<file path="config.mk">
export PLATFORM = sky130hd
export DESIGN_NAME = light_sensor_autorange_lux_unit
export DESIGN_NICKNAME = d
export VERILOG_FILES = /design/src/lsal_pkg.sv /design/src/light_sensor_autorange_lux_unit.sv
export SDC_FILE = /design/constraint.sdc
export NUM_CORES = 2
export LEC_CHECK = 0
export ABC_CLOCK_PERIOD_IN_PS = 25000
export BUFFER_PORTS_ARGS = -buffer_cell sky130_fd_sc_hd__buf_2
export CORE_MARGIN = 1.5
export CORE_UTILIZATION = 45
export DETAILED_ROUTE_END_ITERATION = 8
export PLACE_DENSITY = 0.58
export SETUP_SLACK_MARGIN = 0.5
export SLEW_MARGIN = 30
export SYNTH_ARGS = -nofsm -noshare
export SYNTH_HDL_FRONTEND = slang
export SYNTH_SLANG_ARGS = --single-unit
export TNS_END_PERCENT = 20
</file>
<file path="constraint.sdc">
create_clock -name clk -period 25 [get_ports clk]
set_clock_uncertainty 0.1 [all_clocks]
set_input_delay 6.25 -clock clk [delete_from_list [all_inputs] [get_ports clk]]
set_output_delay 6.25 -clock clk [all_outputs]
set_load 0.005 [all_outputs]
</file>
<file path="src/lsal_pkg.sv">
// lsal_pkg: widths, coefficients, register indexes and the microcode program
// of the light sensor lux unit. Used by light_sensor_autorange_lux_unit.
`default_nettype none
package lsal_pkg;

  localparam int RAW_W      = 16;
  localparam int LUX_W      = 40;
  localparam int GAIN_W     = 2;
  localparam int INT_W      = 3;
  localparam int CFG_IDX_W  = 3;
  localparam int CFG_DATA_W = 16;
  localparam int STEP_W     = 5;
  localparam int NINE_W     = 20;   // raw count times nine
  localparam int Q_W        = 10;   // quotient and remainder of the first division
  localparam int MAG_W      = 64;
  localparam int MUL_A_W    = 32;
  localparam int RECIP_W    = 34;
  localparam int RECIP_SH   = 43;
  localparam int FINAL_SH   = 32;

  localparam logic [GAIN_W-1:0] GAIN_MAX = 2'd3;
  localparam logic [INT_W-1:0]  INT_MAX  = 3'd5;
  localparam logic [NINE_W-1:0] DIV_K    = 20'd625;

  // ceil(2^43 / 625), exact for every dividend below 2^33
  localparam logic [RECIP_W-1:0] RECIP = 34'd14073748836;

  localparam logic [LUX_W-1:0] LUX_MAX = {LUX_W{1'b1}};

  localparam logic [MAG_W-1:0]        C4 = 64'd726987541625;
  localparam logic signed [MAG_W-1:0] C3 = 64'sd173259199038;
  localparam logic signed [MAG_W-1:0] C2 = 64'sd22936832902;
  localparam logic signed [MAG_W-1:0] C1 = 64'sd4304845721;

  typedef enum logic [CFG_IDX_W-1:0] {
    REG_AUTO_ENABLE       = 3'd0,
    REG_START_GAIN        = 3'd1,
    REG_START_INTEGRATION = 3'd2,
    REG_LOW_THRESHOLD     = 3'd3,
    REG_HIGH_THRESHOLD    = 3'd4
  } reg_index_t;

  typedef enum logic [3:0] {
    OP_NONE,
    OP_LOAD,
    OP_MUL_LO,
    OP_MUL_HI,
    OP_DIV1,
    OP_XFORM,
    OP_SETUP,
    OP_HORNER,
    OP_POLY_END,
    OP_OUTPUT
  } op_t;

  typedef enum logic { B_RECIP, B_X } bsel_t;

  typedef enum logic [1:0] { SH_RECIP, SH_POLY, SH_FINAL } shsel_t;

  typedef enum logic [1:0] { COEF_C3N, COEF_C2, COEF_C1 } coef_t;

  typedef enum logic [2:0] {
    COND_NEXT,
    COND_WAIT_IN,
    COND_WAIT_OUT,
    COND_NOCORR,
    COND_GOTO
  } cond_t;

  typedef struct packed {
    op_t               op;
    bsel_t             bsel;
    shsel_t            shsel;
    coef_t             coef;
    cond_t             cond;
    logic [STEP_W-1:0] target;
  } ctrl_t;

  localparam logic [STEP_W-1:0] STEP_IDLE   = 5'd0;
  localparam logic [STEP_W-1:0] STEP_OUTPUT = 5'd20;

  function automatic ctrl_t uword(op_t op, bsel_t b, shsel_t sh, coef_t c, cond_t cd,
                                  logic [STEP_W-1:0] tgt);
    ctrl_t w;
    w.op     = op;
    w.bsel   = b;
    w.shsel  = sh;
    w.coef   = c;
    w.cond   = cd;
    w.target = tgt;
    return w;
  endfunction

  // program: first division, fraction division, then the horner chain
  function automatic ctrl_t ucode(logic [STEP_W-1:0] step);
    ctrl_t w;
    unique case (step)
      5'd0:    w = uword(OP_LOAD,     B_RECIP, SH_RECIP, COEF_C3N, COND_WAIT_IN,  STEP_IDLE);
      5'd1:    w = uword(OP_MUL_LO,   B_RECIP, SH_RECIP, COEF_C3N, COND_NEXT,     STEP_IDLE);
      5'd2:    w = uword(OP_MUL_HI,   B_RECIP, SH_RECIP, COEF_C3N, COND_NEXT,     STEP_IDLE);
      5'd3:    w = uword(OP_DIV1,     B_RECIP, SH_RECIP, COEF_C3N, COND_NEXT,     STEP_IDLE);
      5'd4:    w = uword(OP_MUL_LO,   B_RECIP, SH_RECIP, COEF_C3N, COND_NEXT,     STEP_IDLE);
      5'd5:    w = uword(OP_MUL_HI,   B_RECIP, SH_RECIP, COEF_C3N, COND_NEXT,     STEP_IDLE);
      5'd6:    w = uword(OP_XFORM,    B_RECIP, SH_RECIP, COEF_C3N, COND_NEXT,     STEP_IDLE);
      5'd7:    w = uword(OP_SETUP,    B_X,     SH_POLY,  COEF_C3N, COND_NOCORR,   STEP_OUTPUT);
      5'd8:    w = uword(OP_MUL_LO,   B_X,     SH_POLY,  COEF_C3N, COND_NEXT,     STEP_IDLE);
      5'd9:    w = uword(OP_MUL_HI,   B_X,     SH_POLY,  COEF_C3N, COND_NEXT,     STEP_IDLE);
      5'd10:   w = uword(OP_HORNER,   B_X,     SH_POLY,  COEF_C3N, COND_NEXT,     STEP_IDLE);
      5'd11:   w = uword(OP_MUL_LO,   B_X,     SH_POLY,  COEF_C2,  COND_NEXT,     STEP_IDLE);
      5'd12:   w = uword(OP_MUL_HI,   B_X,     SH_POLY,  COEF_C2,  COND_NEXT,     STEP_IDLE);
      5'd13:   w = uword(OP_HORNER,   B_X,     SH_POLY,  COEF_C2,  COND_NEXT,     STEP_IDLE);
      5'd14:   w = uword(OP_MUL_LO,   B_X,     SH_POLY,  COEF_C1,  COND_NEXT,     STEP_IDLE);
      5'd15:   w = uword(OP_MUL_HI,   B_X,     SH_POLY,  COEF_C1,  COND_NEXT,     STEP_IDLE);
      5'd16:   w = uword(OP_HORNER,   B_X,     SH_POLY,  COEF_C1,  COND_NEXT,     STEP_IDLE);
      5'd17:   w = uword(OP_MUL_LO,   B_X,     SH_FINAL, COEF_C1,  COND_NEXT,     STEP_IDLE);
      5'd18:   w = uword(OP_MUL_HI,   B_X,     SH_FINAL, COEF_C1,  COND_NEXT,     STEP_IDLE);
      5'd19:   w = uword(OP_POLY_END, B_X,     SH_FINAL, COEF_C1,  COND_NEXT,     STEP_IDLE);
      5'd20:   w = uword(OP_OUTPUT,   B_X,     SH_FINAL, COEF_C1,  COND_WAIT_OUT, STEP_IDLE);
      default: w = uword(OP_NONE,     B_RECIP, SH_RECIP, COEF_C3N, COND_GOTO,     STEP_IDLE);
    endcase
    return w;
  endfunction

  // gain multipliers 1, 2, 8, 16 as shift amounts
  function automatic logic [2:0] gain_shift(logic [GAIN_W-1:0] g);
    logic [2:0] s;
    unique case (g)
      2'd0:    s = 3'd0;
      2'd1:    s = 3'd1;
      2'd2:    s = 3'd3;
      default: s = 3'd4;
    endcase
    return s;
  endfunction

  function automatic logic [LUX_W-1:0] lux_sat(logic [MAG_W-1:0] v);
    return (v > MAG_W'(LUX_MAX)) ? LUX_MAX : v[LUX_W-1:0];
  endfunction

  function automatic logic [NINE_W-1:0] times9(logic [RAW_W-1:0] v);
    return NINE_W'({v, 3'b000}) + NINE_W'(v);
  endfunction

endpackage
`default_nettype wire

</file>
<file path="src/light_sensor_autorange_lux_unit.sv">
// light_sensor_autorange_lux_unit: raw light count to lux with auto ranging,
// run by a microcoded sequencer over one shared multiplier. Needs lsal_pkg.
//
//  channel  direction  handshake            payload
//  in       sink       in_valid / in_stall  raw_count
//  out      source     out_valid/out_stall  lux_value, gain_used, integration_used,
//                                           corrected, next_gain, next_integration,
//                                           range_changed
//  cfg      sink       cfg_valid/cfg_ready  cfg_index, cfg_data
//
// an item skips the polynomial steps when no correction applies and runs them when
// one does; each product is two passes of the 32x34 multiplier, and the step
// counter walks the microcode one word per cycle except while waiting on a channel.
// reset is synchronous and needs no clearing pass; cfg_ready is always high.
// the result sits in an output register, so the next item is taken while it waits;
// the last step holds only while an earlier result is still stalled.
`default_nettype none
module light_sensor_autorange_lux_unit
  import lsal_pkg::*;
#(
  parameter int LUX_FRAC_BITS = 8
) (
  input  logic                  clk,
  input  logic                  rst,
  input  logic                  in_valid,
  output logic                  in_stall,
  input  logic [RAW_W-1:0]      raw_count,
  output logic                  out_valid,
  input  logic                  out_stall,
  output logic [LUX_W-1:0]      lux_value,
  output logic [GAIN_W-1:0]     gain_used,
  output logic [INT_W-1:0]      integration_used,
  output logic                  corrected,
  output logic [GAIN_W-1:0]     next_gain,
  output logic [INT_W-1:0]      next_integration,
  output logic                  range_changed,
  input  logic                  cfg_valid,
  output logic                  cfg_ready,
  input  logic [CFG_IDX_W-1:0]  cfg_index,
  input  logic [CFG_DATA_W-1:0] cfg_data
);

  localparam int XW      = 17 + LUX_FRAC_BITS;     // width of the base lux value
  localparam int SMAX    = 7 + LUX_FRAC_BITS;
  localparam int SW      = $clog2(SMAX + 1);
  localparam int SH_P    = LUX_FRAC_BITS + 16;
  localparam int BW      = (XW > RECIP_W) ? XW : RECIP_W;
  localparam int PW      = MUL_A_W + BW;
  localparam int AW      = MAG_W + BW;
  localparam logic [XW-1:0] CORR_LIMIT = XW'(1000) << LUX_FRAC_BITS;

  // configuration and range state
  logic                auto_enable;
  logic [RAW_W-1:0]    low_threshold;
  logic [RAW_W-1:0]    high_threshold;
  logic [GAIN_W-1:0]   cur_gain;
  logic [INT_W-1:0]    cur_integration;

  // sequencer
  logic [STEP_W-1:0]   step;
  logic [STEP_W-1:0]   step_next;
  ctrl_t               ctrl;

  // datapath registers
  logic [RAW_W-1:0]    cnt;
  logic [GAIN_W-1:0]   g;
  logic [INT_W-1:0]    it;
  logic [MAG_W-1:0]    amag;
  logic                neg;
  logic [AW-1:0]       acc;
  logic [Q_W-1:0]      qreg;
  logic [XW-1:0]       xr;
  logic                corr;
  logic [LUX_W-1:0]    lux_r;

  logic                accept;
  logic                out_free;
  logic                adv_out;
  logic [MUL_A_W-1:0]  mul_a;
  logic [BW-1:0]       mul_b;
  logic [PW-1:0]       prod;
  logic [AW-1:0]       acc_sh;
  logic [3:0]          kshift;
  logic [SW-1:0]       s_amt;
  logic [NINE_W-1:0]   rem1;
  logic [XW-1:0]       t_val;
  logic [XW-1:0]       x_next;
  logic signed [MAG_W-1:0] coef_v;
  logic signed [MAG_W-1:0] sm;
  logic signed [MAG_W-1:0] h_val;
  logic [GAIN_W-1:0]   ng;
  logic [INT_W-1:0]    nit;

  assign ctrl      = ucode(step);
  assign in_stall  = (step != STEP_IDLE);
  assign accept    = in_valid && !in_stall;
  assign out_free  = !out_valid || !out_stall;
  assign adv_out   = (ctrl.op == OP_OUTPUT) && out_free;
  assign cfg_ready = 1'b1;

  // step counter with conditional jumps
  always_comb begin
    unique case (ctrl.cond)
      COND_WAIT_IN:  step_next = accept ? step + 1'b1 : step;
      COND_WAIT_OUT: step_next = out_free ? ctrl.target : step;
      COND_NOCORR:   step_next = corr ? step + 1'b1 : ctrl.target;
      COND_GOTO:     step_next = ctrl.target;
      default:       step_next = step + 1'b1;
    endcase
  end

  always_ff @(posedge clk) begin
    if (rst) begin
      step <= STEP_IDLE;
    end else begin
      step <= step_next;
    end
  end

  // shared multiplier: one 32-bit slice of the magnitude per pass
  assign mul_a = (ctrl.op == OP_MUL_HI) ? amag[MAG_W-1:MUL_A_W] : amag[MUL_A_W-1:0];
  assign mul_b = (ctrl.bsel == B_X) ? BW'(xr) : BW'(RECIP);
  assign prod  = PW'(mul_a) * PW'(mul_b);

  always_comb begin
    unique case (ctrl.shsel)
      SH_POLY:  acc_sh = acc >> SH_P;
      SH_FINAL: acc_sh = acc >> FINAL_SH;
      default:  acc_sh = acc >> RECIP_SH;
    endcase
  end

  // total right shift of gain and integration, and the left shift that remains
  assign kshift = 4'(gain_shift(g)) + 4'(it);
  assign s_amt  = SW'(SMAX) - SW'(kshift);

  // remainder of count*9 / 625 carried into the fraction division
  assign rem1   = times9(cnt) - (NINE_W'(acc_sh[Q_W-1:0]) * DIV_K);
  assign t_val  = XW'(rem1[Q_W-1:0]) << s_amt;
  assign x_next = (XW'(qreg) << s_amt) + acc_sh[XW-1:0];

  always_comb begin
    unique case (ctrl.coef)
      COEF_C2: coef_v = C2;
      COEF_C1: coef_v = C1;
      default: coef_v = -C3;
    endcase
  end

  // products are truncated toward zero, so the sign rides beside the magnitude
  assign sm    = neg ? -$signed(acc_sh[MAG_W-1:0]) : $signed(acc_sh[MAG_W-1:0]);
  assign h_val = sm + coef_v;

  always_ff @(posedge clk) begin
    unique case (ctrl.op)
      OP_LOAD: begin
        if (accept) begin
          cnt  <= raw_count;
          g    <= cur_gain;
          it   <= cur_integration;
          amag <= MAG_W'(times9(raw_count));
          neg  <= 1'b0;
        end
      end
      OP_MUL_LO:   acc <= AW'(prod);
      OP_MUL_HI:   acc <= acc + (AW'(prod) << MUL_A_W);
      OP_DIV1: begin
        qreg <= acc_sh[Q_W-1:0];
        amag <= MAG_W'(t_val);
      end
      OP_XFORM: begin
        xr   <= x_next;
        corr <= (g <= 2'd1) && (x_next > CORR_LIMIT);
      end
      OP_SETUP: begin
        amag  <= C4;
        neg   <= 1'b0;
        lux_r <= lux_sat(MAG_W'(xr));
      end
      OP_HORNER: begin
        neg  <= h_val[MAG_W-1];
        amag <= h_val[MAG_W-1] ? MAG_W'(-h_val) : MAG_W'(h_val);
      end
      OP_POLY_END: lux_r <= neg ? '0 : lux_sat(acc_sh[MAG_W-1:0]);
      default: ;
    endcase
  end

  // auto ranging: raise first, then lower acts on the raised settings
  always_comb begin
    ng  = g;
    nit = it;
    if (auto_enable) begin
      if (cnt < low_threshold) begin
        if (ng == GAIN_MAX) begin
          if (nit < INT_MAX) nit = nit + 1'b1;
        end else begin
          ng = ng + 1'b1;
        end
      end
      if (cnt > high_threshold) begin
        if (nit == '0) begin
          if (ng != '0) ng = ng - 1'b1;
        end else begin
          nit = nit - 1'b1;
        end
      end
    end
  end

  always_ff @(posedge clk) begin
    if (rst) begin
      auto_enable     <= 1'b0;
      low_threshold   <= 16'd101;
      high_threshold  <= 16'd10000;
      cur_gain        <= 2'd0;
      cur_integration <= 3'd2;
    end else if (cfg_valid && cfg_ready) begin
      unique case (reg_index_t'(cfg_index))
        REG_AUTO_ENABLE:       auto_enable <= cfg_data[0];
        REG_START_GAIN:        cur_gain <= cfg_data[GAIN_W-1:0];
        REG_START_INTEGRATION: begin
          cur_integration <= (cfg_data[INT_W-1:0] > INT_MAX) ? INT_MAX
                                                              : cfg_data[INT_W-1:0];
        end
        REG_LOW_THRESHOLD:     low_threshold <= cfg_data[RAW_W-1:0];
        REG_HIGH_THRESHOLD:    high_threshold <= cfg_data[RAW_W-1:0];
        default: ;
      endcase
    end else if (adv_out) begin
      cur_gain        <= ng;
      cur_integration <= nit;
    end
  end

  // output register
  always_ff @(posedge clk) begin
    if (rst) begin
      out_valid <= 1'b0;
    end else if (adv_out) begin
      out_valid <= 1'b1;
    end else if (!out_stall) begin
      out_valid <= 1'b0;
    end
  end

  always_ff @(posedge clk) begin
    if (adv_out) begin
      lux_value        <= lux_r;
      gain_used        <= g;
      integration_used <= it;
      corrected        <= corr;
      next_gain        <= ng;
      next_integration <= nit;
      range_changed    <= (ng != g) || (nit != it);
    end
  end

`ifndef ASSERT_OFF
  a_busy_after_transfer: assert property (@(posedge clk) disable iff (rst)
    accept |=> in_stall)
    else $error("input taken again before the sequencer finished");

  a_corr_low_gain: assert property (@(posedge clk) disable iff (rst)
    out_valid |-> (!corrected || gain_used <= 2'd1))
    else $error("correction flagged at a high gain");

  a_uncorr_bound: assert property (@(posedge clk) disable iff (rst)
    (out_valid && !corrected) |-> ((lux_value >> XW) == '0))
    else $error("uncorrected lux wider than the base value");

  a_next_in_range: assert property (@(posedge clk) disable iff (rst)
    out_valid |-> (next_integration <= INT_MAX && integration_used <= INT_MAX))
    else $error("integration index out of range");

  a_changed_flag: assert property (@(posedge clk) disable iff (rst)
    out_valid |-> (range_changed ==
                   ((next_gain != gain_used) || (next_integration != integration_used))))
    else $error("range change flag disagrees with the settings");
`endif

endmodule
`default_nettype wire
</file>
# Word level (Yosys, flattened, before mapping)
# Memories as Yosys holds them, arrays and structs flattened. A register that Yosys moved wholly into a read port is not among the register bits.
# Index checks and enable logic that the tools add are counted.
[totals] reg_bits=356 rom_bits=448 in_bits=40 n_memories=1
[mem_list] name="(name not given)" depth=32 word_bits=14 rd=1 rd_ports_with_merged_regs=1 write_ports=0 line="lsal_pkg.sv:97" text="unique case (step)"
[classes] addsub=15 mul=2 order_cmp=7 n_eq_ne=32 n_shift=2 muxes=44 n_reduce_logical=27
[op_table] cell="$pmux W64 S2" n=2
[op_table] cell="$pmux W64 S4" n=1
[op_table] cell="$pmux W98 S2" n=1
[op_table] cell="$mux W64" n=3
[op_table] cell="$neg A64 Y64" n=2
[op_table] cell="$add A98 B98 Y98" n=1
[op_table] cell="$mux W40" n=2
[op_table] cell="$pmux W40 S2" n=1
[op_table] cell="$mul A32 B34 Y66" n=1
[op_table] cell="$add A64 B64 Y64" n=1
[op_table] cell="$gt A64 B40 Y1 const B" n=1
[op_table] cell="$shl A10 B4 Y25" n=2
[op_table] cell="$mux W34" n=1
[op_table] cell="$mux W3" n=11
[op_table] cell="$mux W32" n=1
[op_table] cell="$add A25 B25 Y25" n=1
[op_table] cell="$gt A25 B18 Y1 const B" n=1
[op_table] cell="$mux W5" n=5
[op_table] cell="$add A19 B16 Y20" n=1
[op_table] cell="$mux W2" n=10
[op_table] cell="$pmux W5 S4" n=1
[op_table] cell="$reduce_and A2 Y1" n=9
[op_table] cell="$eq A4 B3 Y1 const B" n=4
[op_table] cell="$gt A16 B16 Y1" n=1
[op_table] cell="38 further kinds" n=65

# Logic depth before layout (Yosys ltp)
[logic_depth] ltp_word=11 ltp_mapped=51 ltp_nobuf=47

# Worst setup path after synthesis
# OpenSTA, ideal clock, no wires.
[synth_timing] path_kind="register to register" start="register ctrl[14] (netlist name)" end="register acc[97] (data pin)" setup_time_ns=0.266 t_arrival_ns=17.316 t_required_ns=24.634 setup_slack_ns=7.318 stages_incl_launch_ff=48 path_buffers=3 synth_period_minus_slack_ns=17.682 path_cell_list="dfxtp_1 > clkbuf_1 > nor3b_1 > nand2_1 > clkbuf_1 > mux2i_1 > clkbuf_1 > nor2_1 > fa_1 > fa_1 > fa_1 > inv_1 > fa_1 > inv_1 > fa_1 > inv_1 > fa_1 > inv_1 > [... 12 more ...] > a21boi_0 > o21bai_1 > a21oi_1 > xnor2_1 > ha_1 > a21o_1 > a21oi_1 > o21ai_0 > a21o_1 > a221oi_1 > o21ai_0 > o31ai_1 > o2bb2ai_1 > o31a_1 > a31oi_1 > o311ai_0 > xor2_1 > nor2_1"
[synth_via] elab_chain_cells=5
[synth_rtl] item="$eq A4 B2 Y1" line="light_sensor_autorange_lux_unit.sv:121, light_sensor_autorange_lux_unit.sv:155"
[synth_rtl] item="$mux W32" line="light_sensor_autorange_lux_unit.sv:121" text="assign mul_a = (ctrl.op == OP_MUL_HI) ? amag[MAG_W-1:MUL_A_W] : amag[MUL_A_W-1:0];"
[synth_rtl] item="$mul A32 B34 Y66" line="light_sensor_autorange_lux_unit.sv:123" text="assign prod = PW'(mul_a) * PW'(mul_b);"
[synth_rtl] item="$add A98 B98 Y98" line="light_sensor_autorange_lux_unit.sv:166" text="OP_MUL_HI: acc <= acc + (AW'(prod) << MUL_A_W);"
[synth_rtl] item="$pmux W98 S2 (*)" line="light_sensor_autorange_lux_unit.sv:155" text="unique case (ctrl.op)"
[synth_rtl] item="to (signal assigned)" line="light_sensor_autorange_lux_unit.sv:165" text="OP_MUL_LO: acc <= AW'(prod);"
[synth_rtl] item="to (signal assigned)" line="light_sensor_autorange_lux_unit.sv:166"
[synth_rtl] item="to (decl)" line="light_sensor_autorange_lux_unit.sv:70" text="logic [AW-1:0] acc;"
# Every way passes the cells marked *; elsewhere a longest branch is shown, timed or not.
# A chain may end at the register's enable or synchronous reset.

# Worst setup path in the final report
[layout_timing] start="register ctrl[14] (netlist name)" end="register acc[97] (data pin)"
[layout_via] elab_chain_cells=5
[layout_rtl] item="$eq A4 B2 Y1" line="light_sensor_autorange_lux_unit.sv:121, light_sensor_autorange_lux_unit.sv:155"
[layout_rtl] item="$mux W32" line="light_sensor_autorange_lux_unit.sv:121"
[layout_rtl] item="$mul A32 B34 Y66" line="light_sensor_autorange_lux_unit.sv:123"
[layout_rtl] item="$add A98 B98 Y98" line="light_sensor_autorange_lux_unit.sv:166"
[layout_rtl] item="$pmux W98 S2 (*)" line="light_sensor_autorange_lux_unit.sv:155"
# Marked as above.

==> impl_metrics.ini <==
[run_status]
outcome = finished clean

[worst_setup_path]
worstPathRequired_ns = 25.22
worstPathArrival_ns = 14.46
crit_slowest_cell = buf_4
worst_setup_path_start_kind = flop
cp_common_cell = fa_1
critPathCaptureType = flop
critical_path_class = reg -> reg
crit_fanout = 78
crit_path_max_incr_delay_ns = 0.81

[cts]
cts_root_buffer = clkbuf_16
cts_max_path_buffers = 3
cts_tree = yes
clk_pin_slew_ns = 0.07
cts_hold_buffers = 0
cts_buffers = 40
h-tree-depth = 2
post-cts-setup-buffers = 0
cts.repair.resized = 0
cts.sinks = 345
insertion_delay_ns = 0.60

[routing]
drc = 0
drt_pre_antenna_iters = 8
vias = 49400
drt-initial-drc-count = 4694
wl_um = 204000
post_drt_via_cell_ratio = 5.73
antenna_left = 0
wl_per_cell_um = 23.7

[place]
numPortBuffers = 93
place_ws_ns = 10.76
dp_hpwl_um = 164000
routabilityCongestion = 0.981

[yosys]
ys_ff_latch = 345
synth_flop_cell = edfxtp_1
syn-cell-area_um2 = 60300
synthDistinctLibCells = 108
syn_avg_cell_area_um2 = 8.78
synth_cells = 6869
synth_edf_count = 288
yosysSeqAreaShare = 0.162
syn-num-nets = 8335
yosys_warnings = 0
synth-async-reset-ratio = 0

[floorplan]
fp.dieW_um = 369
initial_core_util = 0.453
row_count = 134
dieArea_um2 = 136000
coreArea_um2 = 133000
die_h_um = 369
io_pins = 95

[layout]
syn_to_final_growth_pct = 6.55
layout_commonest_cell = inv_1
fillers = 13000
layout-drive-gt1-share = 0.0611
layout.nets = 8293
layout_common_cells = inv_1, fa_1, nand2_1
ff_latch_area_um2 = 9790
multi_input_area_um2 = 45400

[global_route]
grt_pass1_vias = 49000
grt_max_degree = 79
antenna_found_initial = 8
grt_pass1_wl_um = 308000
grt-ovfl-total = 0
grt_usage = 0.301

[min_path]
hold_path_class = reg -> reg

[timing]
hold-worst-slack_ns = 0.314
fin_crit_sh = 0.570
setup_viol = 0
fin_crit_ns = 14.25
fmax_mhz = 70.2
timing.setup.tns_ns = 0
rsz0062_at_grt = no
maxSlewViolCount = 0
finalHoldViolCount = 0
worst_pin_slew_ns = 1.10
relSlewSlack = 0.262
finalWorstSetupSlack_ns = 10.75

[job]
cap_violations = 0
critical path, delay by kind of cell (launching register included):
family / cells / cell delay, ns
adders and majority gates: 10 / 4.84
muxes: 1 / 0.28
AOI/OAI and AO/OA: 15 / 4.24
and+or+nand+nor: 7 / 1.45
buffers and inverters: 8 / 2.20
DFF: 1 / 0.37
xor gates and xnor gates: 2 / 0.41
cells in the mapped netlist (all sizes together), types with 11 or more instances:
| master | instances | area, um^2 |
|---|---|---|
| a31oi | 55 | 350 |
| a21oi | 300 | 1510 |
| mux2 | 21 | 236 |
| and2 | 61 | 382 |
| fa | 846 | 16900 |
| a21o | 149 | 1120 |
| nand4 | 36 | 231 |
| o22ai | 15 | 93.8 |
| buf | 45 | 240 |
| or2 | 29 | 186 |
| and4 | 14 | 125 |
| o31ai | 32 | 279 |
| a221o | 28 | 280 |
| nor2b | 63 | 394 |
| or3 | 36 | 235 |
| nor2 | 723 | 2710 |
| o21ai | 256 | 1280 |
| xor2 | 104 | 911 |
| a22oi | 43 | 323 |
| o21bai | 53 | 398 |
| inv | 1118 | 4200 |
| a211oi | 26 | 210 |
| nand2 | 826 | 3100 |
| nand3 | 88 | 440 |
| a41oi | 12 | 120 |
| dfxtp | 57 | 1140 |
| ha | 580 | 7260 |
| a211o | 11 | 96.3 |
| a221oi | 24 | 248 |
| o41ai | 13 | 148 |
| nor3 | 60 | 300 |
| edfxtp | 288 | 8650 |
| o21a | 36 | 270 |
| mux2i | 54 | 553 |
| clkbuf | 245 | 920 |
| o211ai | 16 | 125 |
| xnor2 | 235 | 2060 |
| and3 | 31 | 194 |
| a21boi | 15 | 113 |
| nand3b | 15 | 113 |
| nand2b | 77 | 482 |
logic make-up (layout without fill, tap and decap cells):
group / after synthesis / in the layout / share of synthesized area
xor gates and xnor gates: 339 / 339 / 0.0493
and+or+nand+nor: 2101 / 2101 / 0.154
adders and majority gates: 1426 / 1426 / 0.401
muxes: 79 / 79 / 0.0146
DFF: 345 / 345 / 0.162
other: 1 / 3 / 0.0000622
AOI/OAI and AO/OA: 1167 / 1167 / 0.129
buffers and inverters: 1411 / 1400 / 0.0890
area by class of cell:
cell class | instances | share of cell area
well taps | 1768 | 0.0344
diodes | 2 | 0.0000779
multi-input cells | 5113 | 0.706
clock inverters | 25 | 0.00460
repair buffers | 206 | 0.0206
flip-flops and latches | 345 | 0.152
inverters | 1121 | 0.0655
clock buffers | 48 | 0.0162
state kept, by name, summed over array words and instances, names as in the netlist, 2 cells and up:
signal / flops
acc: 74
cur_integration: 3
high_threshold: 16
qreg: 10
g: 2
step: 5
cnt: 16
gain_used: 2
it: 3
lux_value: 40
integration_used: 3
ctrl: 13
low_threshold: 16
next_gain: 2
xr: 25
amag: 64
next_integration: 3
cur_gain: 2
lux_r: 40
metrics by stage:
step | instance area [um^2] | instances | utilization
after floorplan | 60300 | 6869 | -
after global placement | 62800 | 8552 | 0.472
after CTS | 64200 | 8626 | 0.482
final | 64200 | 8628 | 0.482
after global routing | 64200 | 8626 | 0.482
after detailed placement | 62900 | 8553 | 0.472
path summary, 6_finish.rpt:
kind	to	from	cells after the start	slack, ns
setup / recovery	acc[97]	ctrl[14]	43	10.75
hold / removal	lux_value[37]	lux_r[37]	0	0.31
hold reg to reg	lux_value[37]	lux_r[37]	0	0.31
setup reg to reg	acc[97]	ctrl[14]	43	10.75
metal layers:
metal	vias up	track usage	wire length [um]
met1	24700	0.440	91000
met4	2	0.0917	7320
met3	333	0.0535	18100
met5	-	0	13
li1	22300	-	-
met2	2086	0.452	87600
Power is left out: the tool's default activity adds up to more than one toggle a clock period on the data nets, which glitch-free logic cannot reach.
